$ cat src/design/cwhb_pkg.sv
`default_nettype none

package cwhb_pkg;

    localparam int unsigned DUTY_W       = 8;
    localparam int unsigned POWER_W      = 7;
    localparam int unsigned INTERVAL_W   = 16;
    localparam int unsigned SHAPE_W      = 2;
    localparam int unsigned APB_ADDR_W   = 5;
    localparam int unsigned APB_DATA_W   = 32;
    localparam int unsigned REG_IDX_W    = 3;
    localparam int unsigned SAMPLES_DEF  = 64;

    localparam logic [POWER_W-1:0] POWER_MAX = 7'd100;
    localparam logic [DUTY_W-1:0]  DUTY_FULL = 8'd255;

    // floor(x/100) == (x * RECIP100) >> RECIP_SHIFT for every x below 25600
    localparam logic [15:0]        RECIP100    = 16'd41944;
    localparam int unsigned        RECIP_SHIFT = 22;
    localparam int unsigned        SCALE_W     = 23;

    // pi/2 in Q31
    localparam logic [63:0]        HALF_PI_Q31 = 64'd3373259426;

    localparam logic [SHAPE_W-1:0] SHAPE_SQUARE   = 2'd0;
    localparam logic [SHAPE_W-1:0] SHAPE_SINE     = 2'd1;
    localparam logic [SHAPE_W-1:0] SHAPE_TRIANGLE = 2'd2;
    localparam logic [SHAPE_W-1:0] SHAPE_ZERO     = 2'd3;

    localparam logic [REG_IDX_W-1:0] REG_ENABLE   = 3'd0;
    localparam logic [REG_IDX_W-1:0] REG_DC_MODE  = 3'd1;
    localparam logic [REG_IDX_W-1:0] REG_POLARITY = 3'd2;
    localparam logic [REG_IDX_W-1:0] REG_POWER    = 3'd3;
    localparam logic [REG_IDX_W-1:0] REG_SHAPE    = 3'd4;
    localparam logic [REG_IDX_W-1:0] REG_INTERVAL = 3'd5;

    typedef struct packed {
        logic              neg;
        logic [DUTY_W-1:0] mag;
    } sample_t;

endpackage

`default_nettype wire

$ cat src/design/cwhb_wave_rom.sv
`default_nettype none

module cwhb_wave_rom #(
    parameter int unsigned SAMPLES = cwhb_pkg::SAMPLES_DEF
) (
    input  wire logic [cwhb_pkg::SHAPE_W-1:0]  shape,
    input  wire logic [$clog2(SAMPLES)-1:0]    index,
    output cwhb_pkg::sample_t                  sample
);
    import cwhb_pkg::*;

    sample_t sq_lut  [SAMPLES];
    sample_t sin_lut [SAMPLES];
    sample_t tri_lut [SAMPLES];

    for (genvar i = 0; i < SAMPLES; i++) begin : g_lut
        // square and triangle
        localparam bit          FIRST_HALF = (2 * i <= SAMPLES);
        localparam int unsigned TRI_MAG = FIRST_HALF ? (510 * i) / SAMPLES
                                                     : (510 * (SAMPLES - i)) / SAMPLES;

        // sine: fold into first quadrant, then Q31 Taylor series
        localparam int unsigned T0  = 4 * i;
        localparam bit          NEG = (T0 >= 2 * SAMPLES);
        localparam int unsigned T1  = NEG ? T0 - 2 * SAMPLES : T0;
        localparam int unsigned T   = (T1 > SAMPLES) ? 2 * SAMPLES - T1 : T1;

        localparam logic [63:0] X   = (64'(T) << 31) / SAMPLES;
        localparam logic [63:0] A   = (X * HALF_PI_Q31) >> 31;
        localparam logic [63:0] A2  = (A * A) >> 31;
        localparam logic [63:0] TM1 = ((A * A2) >> 31) / 64'd6;
        localparam logic [63:0] TM2 = ((TM1 * A2) >> 31) / 64'd20;
        localparam logic [63:0] TM3 = ((TM2 * A2) >> 31) / 64'd42;
        localparam logic [63:0] TM4 = ((TM3 * A2) >> 31) / 64'd72;
        localparam logic [63:0] TM5 = ((TM4 * A2) >> 31) / 64'd110;
        localparam logic [63:0] TM6 = ((TM5 * A2) >> 31) / 64'd156;
        localparam logic [63:0] TM7 = ((TM6 * A2) >> 31) / 64'd210;
        localparam logic [63:0] SUM = A - TM1 + TM2 - TM3 + TM4 - TM5 + TM6 - TM7;
        localparam logic [63:0] SCALED = (SUM * 64'd255) >> 31;
        localparam logic [DUTY_W-1:0] SIN_MAG = (T == 0)       ? '0 :
                                                (T >= SAMPLES) ? DUTY_FULL :
                                                SCALED[DUTY_W-1:0];

        assign sq_lut[i]  = '{neg: !FIRST_HALF, mag: DUTY_FULL};
        assign tri_lut[i] = '{neg: 1'b0, mag: TRI_MAG[DUTY_W-1:0]};
        assign sin_lut[i] = '{neg: NEG, mag: SIN_MAG};
    end

    always_comb begin
        case (shape)
            SHAPE_SQUARE:   sample = sq_lut[index];
            SHAPE_SINE:     sample = sin_lut[index];
            SHAPE_TRIANGLE: sample = tri_lut[index];
            default:        sample = '{neg: 1'b0, mag: '0};
        endcase
    end

endmodule

`default_nettype wire

$ cat src/design/coil_waveform_hbridge_driver_core.sv
// Path: an accepted tick word passes the input register, then the result register, which shows its duty word.
// Throughput: one tick word per cycle while m_tready accepts duty words; the only limit is the lookup
//   plus one 8x23 multiply between the input register and the duty registers.
// Reset (aresetn low, synchronous): registers return to their defaults (wave_shape 3, others 0),
//   tick counter, sample index and held duties clear, both channels empty.
`default_nettype none

module coil_waveform_hbridge_driver_core #(
    parameter int unsigned SAMPLES = cwhb_pkg::SAMPLES_DEF
) (
    input  wire logic                                aclk,
    input  wire logic                                aresetn,
    // tick word
    input  wire logic                                s_tvalid,
    output logic                                     s_tready,
    input  wire logic [7:0]                          s_tdata,   // [0] tick, [7:1] zero
    // duty word
    output logic                                     m_tvalid,
    input  wire logic                                m_tready,
    output logic [15:0]                              m_tdata,   // [7:0] duty_a, [15:8] duty_b
    // register port
    input  wire logic                                psel,
    input  wire logic                                penable,
    input  wire logic                                pwrite,
    input  wire logic [cwhb_pkg::APB_ADDR_W-1:0]     paddr,
    input  wire logic [cwhb_pkg::APB_DATA_W-1:0]     pwdata,
    output logic [cwhb_pkg::APB_DATA_W-1:0]          prdata,
    output logic                                     pready
);
    import cwhb_pkg::*;

    localparam int unsigned IDX_W = $clog2(SAMPLES);
    localparam logic [IDX_W-1:0] IDX_LAST = IDX_W'(SAMPLES - 1);
    localparam int unsigned PROD_W = DUTY_W + SCALE_W;

    // ---------------------------------------------------------------
    // Register file. The power scale (clamped power * 2^22/100) is
    // formed at write time so each duty in the data path takes a single multiply.
    // ---------------------------------------------------------------
    logic                   enable_reg;
    logic                   dc_mode_reg;
    logic                   polarity_reg;
    logic [POWER_W-1:0]     power_reg;
    logic [SHAPE_W-1:0]     shape_reg;
    logic [INTERVAL_W-1:0]  interval_reg;
    logic [SCALE_W-1:0]     scale_reg;

    logic                   cfg_wr;
    logic [REG_IDX_W-1:0]   cfg_idx;
    logic [POWER_W-1:0]     power_clamped;
    logic [SCALE_W-1:0]     scale_next;

    assign pready  = 1'b1;
    assign cfg_wr  = psel && penable && pwrite;
    assign cfg_idx = paddr[APB_ADDR_W-1:2];

    // saturate power above 100
    assign power_clamped = (pwdata[POWER_W-1:0] > POWER_MAX) ? POWER_MAX
                                                              : pwdata[POWER_W-1:0];
    assign scale_next    = SCALE_W'(power_clamped) * SCALE_W'(RECIP100);

    always_ff @(posedge aclk) begin
        if (!aresetn) begin
            enable_reg   <= 1'b0;
            dc_mode_reg  <= 1'b0;
            polarity_reg <= 1'b0;
            power_reg    <= '0;
            shape_reg    <= SHAPE_ZERO;
            interval_reg <= '0;
            scale_reg    <= '0;
        end else if (cfg_wr) begin
            case (cfg_idx)
                REG_ENABLE:   enable_reg   <= pwdata[0];
                REG_DC_MODE:  dc_mode_reg  <= pwdata[0];
                REG_POLARITY: polarity_reg <= pwdata[0];
                REG_POWER: begin
                    power_reg <= pwdata[POWER_W-1:0];
                    scale_reg <= scale_next;
                end
                REG_SHAPE:    shape_reg    <= pwdata[SHAPE_W-1:0];
                REG_INTERVAL: interval_reg <= pwdata[INTERVAL_W-1:0];
                default: ;    // unmapped: ignore
            endcase
        end
    end

    always_comb begin
        prdata = '0;
        case (cfg_idx)
            REG_ENABLE:   prdata[0]              = enable_reg;
            REG_DC_MODE:  prdata[0]              = dc_mode_reg;
            REG_POLARITY: prdata[0]              = polarity_reg;
            REG_POWER:    prdata[POWER_W-1:0]    = power_reg;
            REG_SHAPE:    prdata[SHAPE_W-1:0]    = shape_reg;
            REG_INTERVAL: prdata[INTERVAL_W-1:0] = interval_reg;
            default:      prdata                 = '0;
        endcase
    end

    // ---------------------------------------------------------------
    // Handshake: input register -> duty registers. The held duties are
    // the output register; they only change when a word moves across.
    // ---------------------------------------------------------------
    logic in_vld_reg;
    logic tick_reg;
    logic out_vld_reg;
    logic out_free;
    logic move;

    assign out_free = !out_vld_reg || m_tready;
    assign move     = in_vld_reg && out_free;
    assign s_tready = !in_vld_reg || move;

    always_ff @(posedge aclk) begin
        if (!aresetn) begin
            in_vld_reg  <= 1'b0;
            out_vld_reg <= 1'b0;
        end else begin
            if (s_tready) in_vld_reg <= s_tvalid;
            if (out_free) out_vld_reg <= in_vld_reg;
        end
    end

    always_ff @(posedge aclk) begin
        if (s_tready && s_tvalid) tick_reg <= s_tdata[0];
    end

    // ---------------------------------------------------------------
    // Waveform pacing and duty computation
    // ---------------------------------------------------------------
    logic [INTERVAL_W-1:0] elapsed_reg, elapsed_next, elapsed_inc;
    logic [IDX_W-1:0]      index_reg, index_next;
    logic [DUTY_W-1:0]     duty_a_reg, duty_a_next;
    logic [DUTY_W-1:0]     duty_b_reg, duty_b_next;

    sample_t                  sample;
    logic [DUTY_W+SCALE_W-1:0] ac_prod;
    logic [DUTY_W+SCALE_W-1:0] dc_prod;
    logic [DUTY_W-1:0]         ac_duty;
    logic [DUTY_W-1:0]         dc_duty;

    cwhb_wave_rom #(
        .SAMPLES (SAMPLES)
    ) u_rom (
        .shape  (shape_reg),
        .index  (index_reg),
        .sample (sample)
    );

    // duty = floor(mag * power / 100); results never exceed 255
    assign ac_prod = PROD_W'(sample.mag) * PROD_W'(scale_reg);
    assign dc_prod = PROD_W'(DUTY_FULL) * PROD_W'(scale_reg);
    assign ac_duty = ac_prod[RECIP_SHIFT +: DUTY_W];
    assign dc_duty = dc_prod[RECIP_SHIFT +: DUTY_W];

    // saturating tick count
    assign elapsed_inc = (elapsed_reg == '1) ? elapsed_reg : elapsed_reg + 1'b1;

    always_comb begin
        elapsed_next = elapsed_reg;
        index_next   = index_reg;
        duty_a_next  = duty_a_reg;
        duty_b_next  = duty_b_reg;
        if (!enable_reg) begin
            // disabled: force off, pacing holds
            duty_a_next = '0;
            duty_b_next = '0;
        end else if (dc_mode_reg) begin
            duty_a_next = polarity_reg ? '0 : dc_duty;
            duty_b_next = polarity_reg ? dc_duty : '0;
        end else if (tick_reg) begin
            elapsed_next = elapsed_inc;
            if (elapsed_inc >= interval_reg) begin
                // sample step: non-negative drives A, negative drives B
                duty_a_next  = sample.neg ? '0 : ac_duty;
                duty_b_next  = sample.neg ? ac_duty : '0;
                elapsed_next = '0;
                index_next   = (index_reg == IDX_LAST) ? '0 : index_reg + 1'b1;
            end
        end
    end

    always_ff @(posedge aclk) begin
        if (!aresetn) begin
            elapsed_reg <= '0;
            index_reg   <= '0;
            duty_a_reg  <= '0;
            duty_b_reg  <= '0;
        end else if (move) begin
            elapsed_reg <= elapsed_next;
            index_reg   <= index_next;
            duty_a_reg  <= duty_a_next;
            duty_b_reg  <= duty_b_next;
        end
    end

    assign m_tvalid = out_vld_reg;
    assign m_tdata  = {duty_b_reg, duty_a_reg};

endmodule

`default_nettype wire
$ cat config.mk
export PLATFORM = sky130hd
export DESIGN_NAME = coil_waveform_hbridge_driver_core
export DESIGN_NICKNAME = d
export VERILOG_FILES = /design/src/design/cwhb_pkg.sv /design/src/design/cwhb_wave_rom.sv /design/src/design/coil_waveform_hbridge_driver_core.sv
export SDC_FILE = /design/constraint.sdc
export NUM_CORES = 1
export LEC_CHECK = 0
export BUFFER_PORTS_ARGS = -buffer_cell sky130_fd_sc_hd__buf_2
export CAP_MARGIN = 20
export CORE_MARGIN = 4
export CORE_UTILIZATION = 35
export CTS_CLUSTER_SIZE = 8
export DETAILED_ROUTE_END_ITERATION = 7
export HOLD_SLACK_MARGIN = 0.02
export PLACE_DENSITY = 0.58
export REMOVE_ABC_BUFFERS = 1
export SLEW_MARGIN = 20
export SYNTH_ARGS = -nofsm -noshare
export SYNTH_HDL_FRONTEND = slang
export SYNTH_SLANG_ARGS = --single-unit
export TNS_END_PERCENT = 5
$ cat constraint.sdc
create_clock -name aclk -period 6.8 [get_ports aclk]
set_input_delay 1.36 -clock aclk [delete_from_list [all_inputs] [get_ports aclk]]
set_output_delay 1.36 -clock aclk [all_outputs]
set_load 0.02 [all_outputs]
# == Word-level counts from Yosys, hierarchy flattened ==
# Memory sizes are Yosys's and may differ from the RTL's.
# Cells that the tools add are included.
# word_totals
n_memories,3
reg_bits,89
elab_cells,84
output_inout_bits,51
in_bits,52
rom_bits,1728
# op_classes
muxes,27
add_sub_neg,2
n_reduce_logical,19
mul,3
n_lt_le_gt_ge,3
eq_ne,11
bitwise_logic,2
# mem_list
memory,words,width,rd,rd_clocked_by_memory_dff,write_ports,line_no,source
(no name shown),64,9,1,0,0,cwhb_wave_rom.sv:53,SHAPE_TRIANGLE: sample = tri_lut[index];
(no name shown),64,9,1,0,0,cwhb_wave_rom.sv:52,SHAPE_SINE: sample = sin_lut[index];
(no name shown),64,9,1,0,0,cwhb_wave_rom.sv:51,SHAPE_SQUARE: sample = sq_lut[index];
# op_table
cell,n
$mux 8,12
$mux 9,7
$mux 16,2
$mul 8x20->27,1
$mul 8x20->27 const A,1
$pmux 9 s3,1
$mul 7x13->20 const B,1
$add 16x1->16 const B,1
$eq 16x16->1 const B,1
$ge 16x16->1,1
$reduce_and 2->1,6
$pmux 5 s2,1
$ge 7x7->1 const B,1
$gt 7x7->1 const B,1
$mux 7,1
$not 6->7,1
$add 6x1->6 const B,1
$eq 3x2->1 const B,2
$eq 3x3->1 const B,2
$eq 6x6->1 const B,1
$mux 6,1
$ne 3x1->1 const B,2
$pmux 1 s6,1
$reduce_and 5->1,1
other kinds (12),17

# == Longest topological paths before layout ==
# logic_depth
ltp_word,11
mapped_depth,28

# == By module ==
# Synthesis repeated with hierarchy kept, for this count alone.
# hier_totals
hier_cells,1675
area_unflattened_um2,14586.5
# by_module_without_submodules
mod,instances,cells_each,area_each_um2
coil_waveform_hbridge_driver_core,1,1568,13833.3
cwhb_wave_rom,1,107,753.2

# == Worst setup path before layout ==
# No wires, ideal clock.
# synth_timing
path_type,reg2reg
from,register index_reg[0]
to,register duty_b_reg[6]
stages_incl_launch_ff,25
path_slack_ns,0.360
setup_time_ns,0.131
arrival_time_ns,6.308
n_path_buf,2
period_less_slack_ns,6.440
cell_sequence,dfxtp_1 clkbuf_1 inv_1 ha_1 inv_1 mux4_2 o211ai_1 nand2_1 clkbuf_1 nor2_1 fa_1 fa_1 fa_1 inv_1 fa_1 inv_1 ha_1 and3_1 and4b_1 a211oi_1 a21oi_1 nor4_2 a211oi_2 o311ai_2 o211ai_1
# synth_between
elab_chain_len,11
# synth_lines
element,line_no,source
start: declaration,coil_waveform_hbridge_driver_core.sv:132,"logic [IDX_W-1:0] index_reg, index_next;"
start signal: assignment,coil_waveform_hbridge_driver_core.sv:191,index_reg <= index_next;
$not 6->7 (not written as such) *,"cwhb_wave_rom.sv:51, cwhb_wave_rom.sv:52, cwhb_wave_rom.sv:53",
$mem_v2 64x9 (on tied branches),n/a,
$mux 9 (on tied branches) (2 in series),"cwhb_wave_rom.sv:53, cwhb_wave_rom.sv:51, cwhb_wave_rom.sv:52",
$pmux 9 s3 *,cwhb_wave_rom.sv:50,case (shape)
$mul 8x20->27,coil_waveform_hbridge_driver_core.sv:151,assign ac_prod = PROD_W'(sample.mag) * PROD_W'(scale_reg);
$mux 8 *,coil_waveform_hbridge_driver_core.sv:176,duty_b_next = sample.neg ? ac_duty : '0;
$mux 8 *,coil_waveform_hbridge_driver_core.sv:173,if (elapsed_inc >= interval_reg) begin
$mux 8 *,coil_waveform_hbridge_driver_core.sv:171,end else if (tick_reg) begin
$mux 8 *,coil_waveform_hbridge_driver_core.sv:168,end else if (dc_mode_reg) begin
$mux 8 *,coil_waveform_hbridge_driver_core.sv:164,if (!enable_reg) begin
end signal: assignment,coil_waveform_hbridge_driver_core.sv:193,duty_b_reg <= duty_b_next;
end: declaration,coil_waveform_hbridge_driver_core.sv:134,"logic [DUTY_W-1:0] duty_b_reg, duty_b_next;"
# Every way passes the cells marked *; elsewhere a longest branch is shown, timed or not. The select of a mux whose other input is x is not followed.
# A chain may end at the register's enable or synchronous reset.

# == Worst setup path after layout ==
# layout_timing
from,register index_reg[0]
to,register duty_a_reg[7]
# layout_between
elab_chain_len,11
# layout_lines
element,line_no,source
$not 6->7 (not written as such) *,"cwhb_wave_rom.sv:51, cwhb_wave_rom.sv:52, cwhb_wave_rom.sv:53",
$mem_v2 64x9 (on tied branches),n/a,
$mux 9 (on tied branches) (2 in series),"cwhb_wave_rom.sv:53, cwhb_wave_rom.sv:51, cwhb_wave_rom.sv:52",
$pmux 9 s3 *,cwhb_wave_rom.sv:50,
$mul 8x20->27,coil_waveform_hbridge_driver_core.sv:151,
$mux 8 *,coil_waveform_hbridge_driver_core.sv:175,duty_a_next = sample.neg ? '0 : ac_duty;
$mux 8 *,coil_waveform_hbridge_driver_core.sv:173,
$mux 8 *,coil_waveform_hbridge_driver_core.sv:171,
$mux 8 *,coil_waveform_hbridge_driver_core.sv:168,
$mux 8 *,coil_waveform_hbridge_driver_core.sv:164,
end signal: assignment,coil_waveform_hbridge_driver_core.sv:192,duty_a_reg <= duty_a_next;
end: declaration,coil_waveform_hbridge_driver_core.sv:133,"logic [DUTY_W-1:0] duty_a_reg, duty_a_next;"
# Marked as above.

==> results.toml <==
[outcome]
outcome = "completed"

[critical_path]
end_kind = "register"
slowest_delay_ps = 500
worst_ep_arrival_time_ps = 6770
crit_family = "adder cells"
slowest_stage = "fa_1"
crit_type = "register to register"
worst-path-max-fanout = 16
cp-start-kind = "register"
cp.required_ps = 7010
cp_num_buf_inv = 5
r2r_setup_slack_ps = 250

[drt]
first_iter_violations = 627
via_count = 11664
ant_nets = 0
finalWirelength_um = 36400
viasPerCell = 5.09
first_pass_iters = 5
wire_per_inst_um = 15.9
drc = 0

[power_and_ir_drop]
peakVddDrop_mv = 0.109
power.density_nw_per_um2 = 108
power_leakage_uw = 0.00781

[synthesis]
synth-async-reset-ratio_pct = 0
synth-simple-area-share_pct = 16.8
yosys_warnings = 0
postSynthAreaPerCell_um2 = 8.55
synth_flop_cell = "dfxtp_1"
synthXorXnorAreaFrac_pct = 2.48
yosysSeqAreaShare_pct = 12.4
synth-seq-cells = 89
synth_mux_area_share_pct = 1.23
synth_top_family_by_area = "adder cells"
syn_area_um2 = 14500
synth_edf_count = 1
synthCells = 1691
synth_compound_area_share_pct = 13.9
synth_fa_ha_area_share_pct = 43.5
ys_types = 80

[clock_network]
clk_path_buf_depth = 2
cts-htree-levels = 3
cts_tree = "built"
clkTransAtPathRegs_ps = 70
clk_latency_ps = 350
clock-root-buffer = "clkbuf_16"
cts.sink_count = 89
cts_inserted_buffers = 9

[global_route]
grt_pass1_wl_um = 61500
antenna_found_initial = 0
grt_max_degree = 67
globalRouteOverflowTotal = 0
track_usage_pct = 16.7
grt_pass1_vias = 12078

[finish]
syn_to_final_growth_pct = 9.87
diodes = 0
regArea_um2 = 1790
largest_reg_flops = 20
finalNetCount = 2181
multi_input_area_um2 = 11300
drive_gt1_share_pct = 9.21
nFillCells = 4174

[place]
gp_congestion = 0.923
hpwl_um = 30200
port_buffers = 60

[floorplan]
initial_core_util_pct = 35.4
chipWidth_um = 211
die_h_um = 211
core_area_um2 = 40800
io-pin-count = 103
rows = 74
dieArea_um2 = 44600

[sta]
fin_worst_skew_ps = 14.2
relSlewSlack_pct = 30.2
period_needed_ps = 6550
finalCritPeriodShare_pct = 96.3
tns_ps = 0
timing.hold.ws_ps = 460
hold_viol_final = 0
maxSlewViolCount = 0
fmax_ghz = 0.153
finalSetupViolCount = 0
rsz0062_at_grt = "no"
worst_pin_slew_ps = 1040

[flow_run]
cap_violations = 0

[worst_hold_path]
hold_path.class = "register to register"
path summary, 6_finish.rpt:
| check | endpoint | cells past startpoint | startpoint |
|---|---|---|---|
| worst max-delay path | duty_a_reg[7]$_SDFFE_PN0P_ | 25 | index_reg[0]$_SDFFE_PN0P_ |
| worst min-delay path | duty_a_reg[2]$_SDFFE_PN0P_ | 1 | duty_a_reg[2]$_SDFFE_PN0P_ |
| worst max register to register | duty_a_reg[7]$_SDFFE_PN0P_ | 25 | index_reg[0]$_SDFFE_PN0P_ |
| worst min register to register | duty_a_reg[2]$_SDFFE_PN0P_ | 1 | duty_a_reg[2]$_SDFFE_PN0P_ |
cell usage after synthesis, types with 6 or more instances:
| library cell | instances | area, µm² |
|---|---|---|
| fa_1 | 212 | 4240 |
| nor4_1 | 8 | 50.1 |
| nor3_1 | 17 | 85.1 |
| nand2b_1 | 15 | 93.8 |
| xor2_1 | 10 | 87.6 |
| a211oi_1 | 7 | 52.6 |
| or3_1 | 10 | 62.6 |
| clkinv_1 | 10 | 37.5 |
| a21o_1 | 21 | 158 |
| o221ai_1 | 6 | 52.6 |
| buf_4 | 19 | 143 |
| clkbuf_1 | 47 | 176 |
| nand4_1 | 12 | 75.1 |
| xnor2_1 | 31 | 272 |
| nor2_1 | 157 | 589 |
| nand3_1 | 48 | 240 |
| o21a_1 | 11 | 82.6 |
| o22ai_1 | 7 | 43.8 |
| nor2b_1 | 23 | 144 |
| a21oi_1 | 120 | 601 |
| o21ai_0 | 47 | 235 |
| a22oi_1 | 8 | 60.1 |
| and3_1 | 35 | 219 |
| ha_1 | 163 | 2040 |
| o211ai_1 | 16 | 120 |
| dfxtp_1 | 88 | 1760 |
| nand2_1 | 142 | 533 |
| inv_1 | 264 | 991 |
| a31oi_1 | 13 | 81.3 |
| o21bai_1 | 6 | 45.0 |
| mux2i_1 | 11 | 110 |
| and2_1 | 27 | 169 |
power by group:
part           internal [µW]  total, µW  leakage, µW  switching [µW]
Clock                    321        543     0.000160             222
Sequential               527        535     0.000720            8.33
Combinational            267        636      0.00693             369
Total                   1110       1710      0.00781             599
timing repair:
item / CTS / global route
buffers inserted: 0 / 1
hold buffers: 0 / 0
endpoints found under the setup margin: 0 / 12
gates resized for setup: 0 / 6
layer usage:
| metal | wire length [µm] | track usage (%) |
|---|---|---|
| met4 | 571 | 3.31 |
| met1 | 16800 | 23.2 |
| met2 | 17400 | 28.3 |
| met3 | 1570 | 2.21 |
| met5 | 0 | 0 |
cell usage in the layout (no fill, tap or decap), drive strengths merged, types with 6 or more instances in the layout:
master  count
and3       35
mux2i      11
clkbuf     12
and2       28
nor2b      23
clkinv     10
o221ai      6
a31oi      14
nor4        9
nor3       19
xnor2      31
nand3      48
o21a       11
nand2b     15
a22oi       8
fa        212
o22ai       7
or2         6
o211ai     16
conb       17
a211oi     11
nand2     142
nor2      157
o21ai      51
inv       268
a21o       21
o21bai      6
or3        11
nand4      12
dfxtp      88
xor2       10
a21oi     123
buf       112
ha        163
layout make-up:
type | count | area share (%)
multi-input combinational | 1267 | 71.4
sequential | 89 | 11.3
inverter | 275 | 6.50
timing repair buffer | 112 | 4.58
tap | 532 | 4.19
clock buffer | 12 | 1.69
clock inverter | 4 | 0.347
cell families after synthesis:
family / count (synthesis)
flip-flops: 89
AO/OA/AOI/OAI: 306
buffers and inverters: 350
adder cells (fa/ha/maj): 375
other: 2
multiplexers: 14
AND/OR/NAND/NOR: 514
XOR/XNOR: 41
stage by stage:
stage | util [%] | power [µW] | instance area (µm²) | worst slack (ps) | instances
final | 38.9 | 1710 | 15900 | 250 | 2291
after global routing | 38.9 | 1850 | 15900 | 5.72 | 2291
after CTS | 38.8 | 1730 | 15900 | 197 | 2290
after detailed placement | 38.0 | 1180 | 15500 | 215 | 2274
after global placement | 38.0 | 1170 | 15500 | 332 | 2274
after floorplan | - | 1040 | 14100 | 412 | 1631
Power figures use the tool's default switching activity.
